File: config.mk
export PLATFORM = sky130hd
export DESIGN_NAME = median_offset_filter_outlier_gate
export DESIGN_NICKNAME = d
export VERILOG_FILES = /design/src/hw/rtl/mof_pkg.sv /design/src/hw/rtl/mof_cell.sv /design/src/hw/rtl/median_offset_filter_outlier_gate.sv
export SDC_FILE = /design/constraint.sdc
export NUM_CORES = 2
export LEC_CHECK = 0
export BUFFER_PORTS_ARGS = -buffer_cell sky130_fd_sc_hd__buf_2
export CORE_ASPECT_RATIO = 1.4
export CORE_MARGIN = 2
export CORE_UTILIZATION = 49
export DETAILED_ROUTE_END_ITERATION = 10
export PLACE_DENSITY = 0.68
export SYNTH_ARGS = -nofsm -noshare
export SYNTH_HDL_FRONTEND = slang
export SYNTH_HIERARCHICAL = 1
export SYNTH_SLANG_ARGS = --single-unit
File: constraint.sdc
create_clock -name clk -period 8.8 [get_ports clk]
set_clock_uncertainty 0.1 [all_clocks]
set_input_delay 1.76 -clock clk [delete_from_list [all_inputs] [get_ports clk]]
set_output_delay 1.76 -clock clk [all_outputs]
set_load 0.02 [all_outputs]
File: src/hw/rtl/mof_pkg.sv
// Package for the median offset filter with outlier gate.
// Holds window size, register indexes, reset values and shared types.
// No dependencies.
package mof_pkg;

  localparam int WINDOW_SIZE = 8;
  localparam int SAMPLE_W    = 64;
  localparam int CNT_W       = $clog2(WINDOW_SIZE + 1);
  localparam int MAX_JUMP_W  = 32;
  localparam int CONFIRM_W   = 8;
  localparam int CFG_IDX_W   = 2;
  localparam int CFG_DATA_W  = 32;
  localparam int FLAGS_W     = 4;

  localparam logic [CNT_W-1:0] WIN_CNT  = CNT_W'(WINDOW_SIZE);
  localparam logic [CNT_W-1:0] LAST_CNT = CNT_W'(WINDOW_SIZE - 1);
  localparam logic [CNT_W-1:0] MED_LT   = CNT_W'(WINDOW_SIZE / 2);
  localparam logic [CNT_W-1:0] MED_LE   = CNT_W'(WINDOW_SIZE / 2 + 1);

  localparam logic [MAX_JUMP_W-1:0] MAX_JUMP_RESET = MAX_JUMP_W'(180000);
  localparam logic [CONFIRM_W-1:0]  CONFIRM_RESET  = CONFIRM_W'(3);
  localparam logic [CONFIRM_W-1:0]  STREAK_MAX     = CONFIRM_W'(255);

  localparam logic [CFG_IDX_W-1:0] REG_MAX_JUMP = CFG_IDX_W'(0);
  localparam logic [CFG_IDX_W-1:0] REG_CONFIRM  = CFG_IDX_W'(1);

  typedef enum logic [2:0] {
    ST_IDLE,
    ST_EVAL,
    ST_SORT,
    ST_PICK,
    ST_OUT
  } mof_state_t;

  typedef struct packed {
    logic fill;
    logic shift;
    logic load;
    logic step;
  } mof_cell_ctl_t;

  typedef struct packed {
    logic reanchored;
    logic outlier_ignored;
    logic offset_updated;
    logic filter_ready;
  } mof_flags_t;

endpackage

File: src/hw/rtl/mof_cell.sv
// One window cell: holds a sample, passes a rotating copy to its neighbor
// and counts how many rotating values lie below or at its own sample.
// Depends on mof_pkg.
module mof_cell import mof_pkg::*; (
  input  logic                       clk,
  input  mof_cell_ctl_t              ctl,
  input  logic signed [SAMPLE_W-1:0] fill_val,
  input  logic signed [SAMPLE_W-1:0] w_prev,
  input  logic signed [SAMPLE_W-1:0] m_prev,
  output logic signed [SAMPLE_W-1:0] w,
  output logic signed [SAMPLE_W-1:0] m,
  output logic                       is_med
);

  logic signed [SAMPLE_W-1:0] w_r, w_nxt;
  logic signed [SAMPLE_W-1:0] m_r, m_nxt;
  logic [CNT_W-1:0]           lt_r, lt_nxt;
  logic [CNT_W-1:0]           le_r, le_nxt;

  always_comb begin
    if (ctl.fill) begin
      w_nxt = fill_val;
    end else if (ctl.shift) begin
      w_nxt = w_prev;
    end else begin
      w_nxt = w_r;
    end
  end

  always_comb begin
    m_nxt  = m_r;
    lt_nxt = lt_r;
    le_nxt = le_r;
    if (ctl.load) begin
      m_nxt  = w_nxt;
      lt_nxt = '0;
      le_nxt = '0;
    end else if (ctl.step) begin
      m_nxt  = m_prev;
      lt_nxt = lt_r + CNT_W'(m_r <  w_r);
      le_nxt = le_r + CNT_W'(m_r <= w_r);
    end
  end

  always_ff @(posedge clk) begin
    w_r  <= w_nxt;
    m_r  <= m_nxt;
    lt_r <= lt_nxt;
    le_r <= le_nxt;
  end

  assign w      = w_r;
  assign m      = m_r;
  assign is_med = (lt_r <= MED_LT) && (le_r >= MED_LE);

endmodule

File: src/hw/rtl/median_offset_filter_outlier_gate.sv
// Median offset filter with outlier gate: a row of cells holds the window.
// An outlier or a partly filled window goes from ST_EVAL straight to ST_OUT; when a median
// is selected, ST_SORT and ST_PICK come between them, and the rank count rotates the window
// once through the cell row, one cell per cycle. One request at a time: the next is taken
// only after the last result has been loaded into the output register, which waits while
// the output stalls. Reset (rst_n low, synchronous) empties the window, clears the
// held offset and streak and restores the register reset values.
module median_offset_filter_outlier_gate import mof_pkg::*; (
  input  logic                  clk,
  input  logic                  rst_n,
  input  logic                  in_tvalid,
  output logic                  in_tready,
  input  logic [SAMPLE_W-1:0]   in_tdata,   // [63:0] offset_sample
  output logic                  out_tvalid,
  input  logic                  out_tready,
  output logic [SAMPLE_W-1:0]   out_tdata,  // [63:0] current_offset
  output logic [FLAGS_W-1:0]    out_tuser,  // [0] filter_ready, [1] offset_updated,
                                            // [2] outlier_ignored, [3] reanchored
  input  logic                  cfg_valid,
  output logic                  cfg_ready,
  input  logic [CFG_IDX_W-1:0]  cfg_index,
  input  logic [CFG_DATA_W-1:0] cfg_data
);

  mof_state_t state_r, state_nxt;

  logic [MAX_JUMP_W-1:0]      max_jump_r;
  logic [CONFIRM_W-1:0]       confirm_r;
  logic signed [SAMPLE_W-1:0] sample_r;
  logic signed [SAMPLE_W-1:0] held_r, held_nxt;
  logic [CONFIRM_W-1:0]       streak_r, streak_nxt;
  logic [CNT_W-1:0]           fill_r, fill_nxt;
  logic                       ready_r, ready_nxt;
  logic [CNT_W-1:0]           sort_cnt_r, sort_cnt_nxt;
  mof_flags_t                 flags_r, flags_nxt;
  logic                       out_valid_r, out_valid_nxt;
  logic [SAMPLE_W-1:0]        out_data_r, out_data_nxt;
  mof_flags_t                 out_flags_r, out_flags_nxt;

  mof_cell_ctl_t              cell_ctl;
  logic signed [SAMPLE_W-1:0] cell_w   [WINDOW_SIZE];
  logic signed [SAMPLE_W-1:0] cell_m   [WINDOW_SIZE];
  logic                       cell_med [WINDOW_SIZE];
  logic signed [SAMPLE_W-1:0] median;

  logic signed [SAMPLE_W:0]   diff;
  logic [SAMPLE_W:0]          abs_diff;
  logic                       outlier;
  logic [CONFIRM_W-1:0]       streak_inc;
  logic [CNT_W-1:0]           fill_sat;
  logic                       out_load;

  // cell row
  for (genvar i = 0; i < WINDOW_SIZE; i++) begin : g_cell
    logic signed [SAMPLE_W-1:0] w_prev;
    logic signed [SAMPLE_W-1:0] m_prev;
    if (i == 0) begin : g_head
      assign w_prev = sample_r;
      assign m_prev = cell_m[WINDOW_SIZE-1];
    end else begin : g_body
      assign w_prev = cell_w[i-1];
      assign m_prev = cell_m[i-1];
    end
    mof_cell u_cell (
      .clk      (clk),
      .ctl      (cell_ctl),
      .fill_val (sample_r),
      .w_prev   (w_prev),
      .m_prev   (m_prev),
      .w        (cell_w[i]),
      .m        (cell_m[i]),
      .is_med   (cell_med[i])
    );
  end

  always_comb begin
    median = cell_w[0];
    for (int i = WINDOW_SIZE - 1; i >= 0; i--) begin
      if (cell_med[i]) begin
        median = cell_w[i];
      end
    end
  end

  assign diff       = {sample_r[SAMPLE_W-1], sample_r} - {held_r[SAMPLE_W-1], held_r};
  assign abs_diff   = diff[SAMPLE_W] ? (SAMPLE_W+1)'(-diff) : diff;
  assign outlier    = ready_r && (abs_diff > {(SAMPLE_W+1-MAX_JUMP_W)'(0), max_jump_r});
  assign streak_inc = (streak_r < STREAK_MAX) ? streak_r + CONFIRM_W'(1) : streak_r;
  assign fill_sat   = (fill_r < WIN_CNT) ? fill_r + CNT_W'(1) : fill_r;
  assign out_load   = (state_r == ST_OUT) && (!out_valid_r || out_tready);

  // next state
  always_comb begin
    state_nxt = state_r;
    unique case (state_r)
      ST_IDLE: begin
        if (in_tvalid) begin
          state_nxt = ST_EVAL;
        end
      end
      ST_EVAL: begin
        if (!outlier && fill_sat == WIN_CNT) begin
          state_nxt = ST_SORT;
        end else begin
          state_nxt = ST_OUT;
        end
      end
      ST_SORT: begin
        if (sort_cnt_r == LAST_CNT) begin
          state_nxt = ST_PICK;
        end
      end
      ST_PICK: begin
        state_nxt = ST_OUT;
      end
      ST_OUT: begin
        if (out_load) begin
          state_nxt = ST_IDLE;
        end
      end
      default: begin
        state_nxt = ST_IDLE;
      end
    endcase
  end

  // outputs and datapath control
  always_comb begin
    cell_ctl      = '0;
    held_nxt      = held_r;
    streak_nxt    = streak_r;
    fill_nxt      = fill_r;
    ready_nxt     = ready_r;
    sort_cnt_nxt  = sort_cnt_r;
    flags_nxt     = flags_r;
    out_valid_nxt = out_valid_r && !out_tready;
    out_data_nxt  = out_data_r;
    out_flags_nxt = out_flags_r;
    in_tready     = (state_r == ST_IDLE);
    unique case (state_r)
      ST_IDLE: begin
      end
      ST_EVAL: begin
        flags_nxt = '0;
        flags_nxt.filter_ready = ready_r;
        sort_cnt_nxt = '0;
        if (outlier) begin
          if (streak_inc < confirm_r) begin
            streak_nxt = streak_inc;
            flags_nxt.outlier_ignored = 1'b1;
          end else begin
            cell_ctl.fill            = 1'b1;
            held_nxt                 = sample_r;
            streak_nxt               = '0;
            fill_nxt                 = WIN_CNT;
            flags_nxt.reanchored     = 1'b1;
            flags_nxt.offset_updated = 1'b1;
          end
        end else begin
          if (ready_r) begin
            streak_nxt = '0;
          end
          cell_ctl.shift = 1'b1;
          cell_ctl.load  = 1'b1;
          fill_nxt       = fill_sat;
        end
      end
      ST_SORT: begin
        cell_ctl.step = 1'b1;
        sort_cnt_nxt  = sort_cnt_r + CNT_W'(1);
      end
      ST_PICK: begin
        held_nxt                 = median;
        ready_nxt                = 1'b1;
        flags_nxt.offset_updated = 1'b1;
        flags_nxt.filter_ready   = 1'b1;
      end
      ST_OUT: begin
        if (out_load) begin
          out_valid_nxt = 1'b1;
          out_data_nxt  = held_r;
          out_flags_nxt = flags_r;
        end
      end
      default: begin
      end
    endcase
  end

  always_ff @(posedge clk) begin
    if (!rst_n) begin
      state_r     <= ST_IDLE;
      max_jump_r  <= MAX_JUMP_RESET;
      confirm_r   <= CONFIRM_RESET;
      held_r      <= '0;
      streak_r    <= '0;
      fill_r      <= '0;
      ready_r     <= 1'b0;
      out_valid_r <= 1'b0;
    end else begin
      state_r     <= state_nxt;
      held_r      <= held_nxt;
      streak_r    <= streak_nxt;
      fill_r      <= fill_nxt;
      ready_r     <= ready_nxt;
      out_valid_r <= out_valid_nxt;
      if (cfg_valid) begin
        if (cfg_index == REG_MAX_JUMP) begin
          max_jump_r <= cfg_data[MAX_JUMP_W-1:0];
        end else if (cfg_index == REG_CONFIRM) begin
          confirm_r <= cfg_data[CONFIRM_W-1:0];
        end
      end
    end
  end

  always_ff @(posedge clk) begin
    if (in_tvalid && in_tready) begin
      sample_r <= in_tdata;
    end
    sort_cnt_r  <= sort_cnt_nxt;
    flags_r     <= flags_nxt;
    out_data_r  <= out_data_nxt;
    out_flags_r <= out_flags_nxt;
  end

  assign cfg_ready  = 1'b1;
  assign out_tvalid = out_valid_r;
  assign out_tdata  = out_data_r;
  assign out_tuser  = out_flags_r;

endmodule

# [Word level (Yosys, flattened, before mapping)]
# Cells that the tools add are included.
[classes] addsub=21 reduce_logical=30 muxes=67 magnitude_cmp=36 eq_ne=13 n_bitwise=1
[ops] operator="two-way mux 64 bit" n=42
[ops] operator="<= comparator 64 bit" n=8
[ops] operator="< comparator 64 bit" n=8
[ops] operator="one-hot mux 64 bit (2 select lines)" n=1
[ops] operator="> comparator 65 x 32 -> 1 bit" n=1
[ops] operator="two-way mux 65 bit" n=1
[ops] operator="negator 65 bit" n=1
[ops] operator="subtractor 64 x 64 -> 65 bit" n=1
[ops] operator="adder 4 x 1 -> 4 bit" n=16
[ops] operator="greater-or-equal comparator 4 x 3 -> 1 bit, second input constant" n=8
[ops] operator="<= comparator 4 x 3 -> 1 bit, second input constant" n=8
[ops] operator="two-way mux 8 bit" n=4
[ops] operator="two-way mux 3 bit" n=5
[ops] operator="one-hot mux 3 bit (5 select lines)" n=1
[ops] operator="logical AND 1 bit" n=13
[ops] operator="two-way mux 4 bit" n=3
[ops] operator="inequality test 2 bit, second input constant" n=6
[ops] operator="AND reduction 3 bit" n=3
[ops] operator="adder 4 x 1 -> 4 bit, second input constant" n=2
[ops] operator="adder 8 x 1 -> 8 bit, second input constant" n=1
[ops] operator="< comparator 8 bit" n=1
[ops] operator="< comparator 8 bit, second input constant" n=1
[ops] operator="one-hot mux 4 bit (2 select lines)" n=1
[ops] operator="AND reduction 2 bit" n=4
[ops] operator="16 further kinds" n=28
[word_totals] regBits=1349 inputBits=103 word_cells=219

# [Logic depth before layout (Yosys ltp)]
[depth] word_depth=11 depth_mapped=38

# [Modules after synthesis]
# Netlist, hierarchy kept.
[modules_own_cells] module="mof_cell at g_cell[0].u_cell ..." cells_each=685 area_each_um2=7259.5 n_inst=7
[modules_own_cells] module="median_offset_filter_outlier_gate" cells_each=3151 area_each_um2=24508.5 n_inst=1
[modules_own_cells] module="mof_cell at g_cell[7].u_cell" cells_each=688 area_each_um2=7318.3 n_inst=1

# [Worst setup path after synthesis]
# Ideal clock, no wire load.
[synth_path] path_type="reg-to-reg" from="register sample_r[0], in the netlist g_cell[0].w_prev[0]" to="register g_cell[0].u_cell.m_r[0] (enable)" arrival_ps=8813 required_time_ps=8306 path_slack_ps=-507 period_less_slack_ps=9307 stages_incl_launch_ff=35 cell_sequence="edfxtp_1 inv_1 ha_1 fa_1 nand2b_1 a21oi_2 o2111ai_1 a211o_1 and4_1 o22ai_1 clkbuf_1 clkbuf_1 clkbuf_1 nor2_1 a21oi_1 ha_1 nor2b_1 o21a_1 o21ai_0 a31oi_1 a211oi_1 nor2_1 o31a_1 o21ai_0 o211ai_1 or4_1 or4b_1 nor4_2 a21oi_1 buf_2 buf_4 nor2_1 clkbuf_1 clkbuf_1 or2_2"
[synth_lines] element="from (decl)" line_no="median_offset_filter_outlier_gate.sv:29" text="logic signed [SAMPLE_W-1:0] sample_r;"
[synth_lines] element="from (signal assigned)" line_no="median_offset_filter_outlier_gate.sv:219" text="sample_r <= in_tdata;"
[synth_lines] element="to (signal assigned)" line_no="mof_cell.sv:47" text="m_r <= m_nxt;"
[synth_lines] element="to (decl)" line_no="mof_cell.sv:16" text="logic signed [SAMPLE_W-1:0] m_r, m_nxt;"

==> results.md <==
* Area grow syn2layout at 13.6%
* YS warnings at 6
* Slowest Stage Delay on Critical Path at just under 0.7 ns
* Ys flop type: dfxtp_1
* HP Class: flip-flop to flip-flop
* Top-count cell post-synth: nand2_1
* Max Slew Vio Count at 0
* TritonRoute pass-1 iters at 6
* DR vias at 69,201
* Synth async-reset ratio at 0
* Fin. Hold Viols at 0
* CP Capture Type: flip-flop
* CTS Sinks at 1,349
* Status: complete, no violations
* Final wirelength at 296,000 um
* Die Ht at ~490 um
* Post-synth top area cell: edfxtp_1
* Final ANT Viol Nets at 0
* H-tree Lvls at 4
* Delay-heaviest family, CP: simple AND/OR/NAND/NOR gates
* CP required at 9.24 ns
* Placed inst area at just under 90,000 um^2
* Most instantiated cells after synthesis: 1,068 x nand2_1, 914 x o21ai_0, 817 x mux2i_1
* Initial antenna violation count at 29
* CTS clk-pin slew, worst paths at 0.06 ns
* Mapped Avg Cell Area at 9.57 um^2
* Setup TNS at 0 ns
* Post-route DRC violation count at 0
* First-pass GRT wire length at 429,000 um
* WL per Instance at around 26 um
* CP Data Arrival Time at 9.14 ns
* Period utilization at 0.989
* Post-synthesis sequential area ratio at 0.406
* Gp weighted congestion at between 1 and 1.5
* Die X at 351 um
* Number of global-route vias before repair at between 60,000 and 70,000
* Worst-Margin Slew at around 1.4 ns
* Number of flops mapped to enable cells by yosys at 652
* GRT Total Usage at 0.334
* Ports at 174
* Max FO, Critical Path at 13
* Tmin final at 8.70 ns
* Mapped Cells at 8,634
* FP Rows at 178
* Static leakage at 35.5 nW
* Setup Crit Path Kind: flip-flop to flip-flop
* PwrDens at 253 nW/um^2
* Core area at 168,000 um^2
* Hpwl dp at 219,000 um
* Highest Clock Rate at 115 MHz
* Iter 0 DRT Violations at 6,776
* Synth area leaders: edfxtp_1 24%, dfxtp_1 17%, mux2i_1 9.9%, ha_1 9.9%, mux2_2 7.0%
* Post-route cell area at 93,900 um^2
* Die area at 172,000 um^2
* Post-synthesis cell area at 82,600 um^2
* TritonCTS clock tree: yes
* Rel. slew slack at 0.0893
* Setup Viol. Count Final at 0
* Final Non-Filler Cells at 11,295
* Count of cell types in the netlist at 109
* Critical Path Slowest Stage Cell: ha_1
* Synth Register Bits at between 1,000 and 1,500
* Largest net degree at the start of global routing at between 100 and 150
* Final #Nets at 9,668
* CTS Buffer Depth at 3
* CTS Hold Buffers Added at 0
* Final core utilization at 0.560
* Peak VDD IR at 0.205 mV
* Clock Latency Late Sink at 0.82 ns
* Max Cap Viol at 0
* GRT overflow at 0
* Clk root buf: clkbuf_16
* Initial cell density of the core at 0.493
* Share of the synthesized area in the top cell type at 0.237
* Drt via density at 6.13
* Overall power at 0.0238 W
* Syn_nets at 9,389
* Crit path top cell by count: buf_4
* Dpl cells at between 10,000 and 15,000
* Share of layout cells above drive strength 1 at 0.171
* TritonCTS buffer count at 143
* CP startpoint kind: flip-flop
* WP buf/inv at 6
* Port Buffer Count at 172
kinds of logic (layout without fill, tap and decap cells):
group | Yosys count | after routing | share of synthesized area
and+or+nand+nor | 2078 | 2078 | 0.116
AOI/OAI and AO/OA | 1996 | 1996 | 0.145
buffers and inverters | 1119 | 1514 | 0.0532
muxes | 1339 | 1339 | 0.170
xor gates and xnor gates | 100 | 100 | 0.0106
adders and majority gates | 652 | 652 | 0.0988
other | 1 | 17 | 0.0000454
DFF | 1349 | 1349 | 0.406
through the flow:
stage | setup slack, ns | hold WS (ns)
after floorplan | 0.0891 | 0.300
after global placement | -0.0416 | 0.307
after detailed placement | -0.0778 | 0.307
after CTS | 0.0201 | 0.321
after global routing | -0.0126 | 0.340
final | 0.101 | 0.324
routing by layer:
layer  up-vias  global-route usage  part of all wire
met2      3122               0.553              0.47
met1     33297               0.384              0.37
li1      31796                   -                 -
met4        10               0.252             0.084
met3       976              0.0559             0.076
met5         -                   0           0.00025
sequential cells by signal, indices dropped and copies added, names as in the netlist, 8 cells and up:
register,flops
max_jump_r,32
streak_r,8
g_cell.w_prev,64
out_tdata,64
g_cell.u_cell/lt_r,32
held_r,64
g_cell.u_cell/m,512
g_cell.u_cell/w,512
confirm_r,8
g_cell.u_cell/le_r,32
timing repair:
action / 4_1_cts / 5_1_grt
buffers inserted: 1 / 16
resized for setup: 1 / 34
cloned: 0 / 8
endpoints found under the setup margin: 228 / 1581
pin swaps: 0 / 4
final cells by class:
| type | count | area [um^2] |
|---|---|---|
| Sequential cell | 1349 | 33500 |
| Antenna cell | 16 | 40.0 |
| Clock buffer | 203 | 4190 |
| Tap cell | 2250 | 2820 |
| Multi-Input combinational cell | 6166 | 45000 |
| Inverter | 652 | 2450 |
| Clock inverter | 58 | 599 |
| Timing Repair Buffer | 601 | 5300 |
| Fill cell | 14547 | 73800 |
path summary, 6_finish.rpt:
kind	startpoint	end	slack [ns]	cells after the start
setup reg to reg	g_cell[0].w_prev[41]$_DFFE_PP_	g_cell[7].u_cell/m[62]$_DFFE_PP_	0.10	30
hold / removal	flags_r[0]$_SDFFCE_PP1P_	out_tuser[0]$_DFFE_PP_	0.32	0
setup / recovery	g_cell[0].w_prev[41]$_DFFE_PP_	g_cell[7].u_cell/m[62]$_DFFE_PP_	0.10	30
hold reg to reg	flags_r[0]$_SDFFCE_PP1P_	out_tuser[0]$_DFFE_PP_	0.32	0
cell usage in the layout, fill, tap and decap left out, types with 39 or more instances in the layout:
| master | count |
|---|---|
| a21oi_2 | 64 |
| a21o_1 | 64 |
| dfxtp_1 | 696 |
| buf_4 | 338 |
| a211oi_1 | 39 |
| o21ai_0 | 910 |
| mux2i_1 | 817 |
| buf_2 | 171 |
| edfxtp_1 | 652 |
| buf_12 | 68 |
| xor2_1 | 45 |
| a21oi_1 | 477 |
| a41o_1 | 64 |
| clkbuf_16 | 156 |
| nand2_1 | 1067 |
| inv_1 | 650 |
| nand4_1 | 189 |
| ha_1 | 646 |
| nor2_1 | 371 |
| mux2_2 | 515 |
| nand3_1 | 112 |
| xnor2_1 | 55 |
| o211ai_1 | 46 |
| nor3_1 | 62 |
power by group:
group	switching [W]	internal (W)	leakage (nW)	total (W)
sequential	0.00145	0.00811	11.9	0.00956
combinational	0.00472	0.00318	21.3	0.00790
clock	0.00273	0.00360	2.37	0.00633
Power figures use the tool's default switching activity.
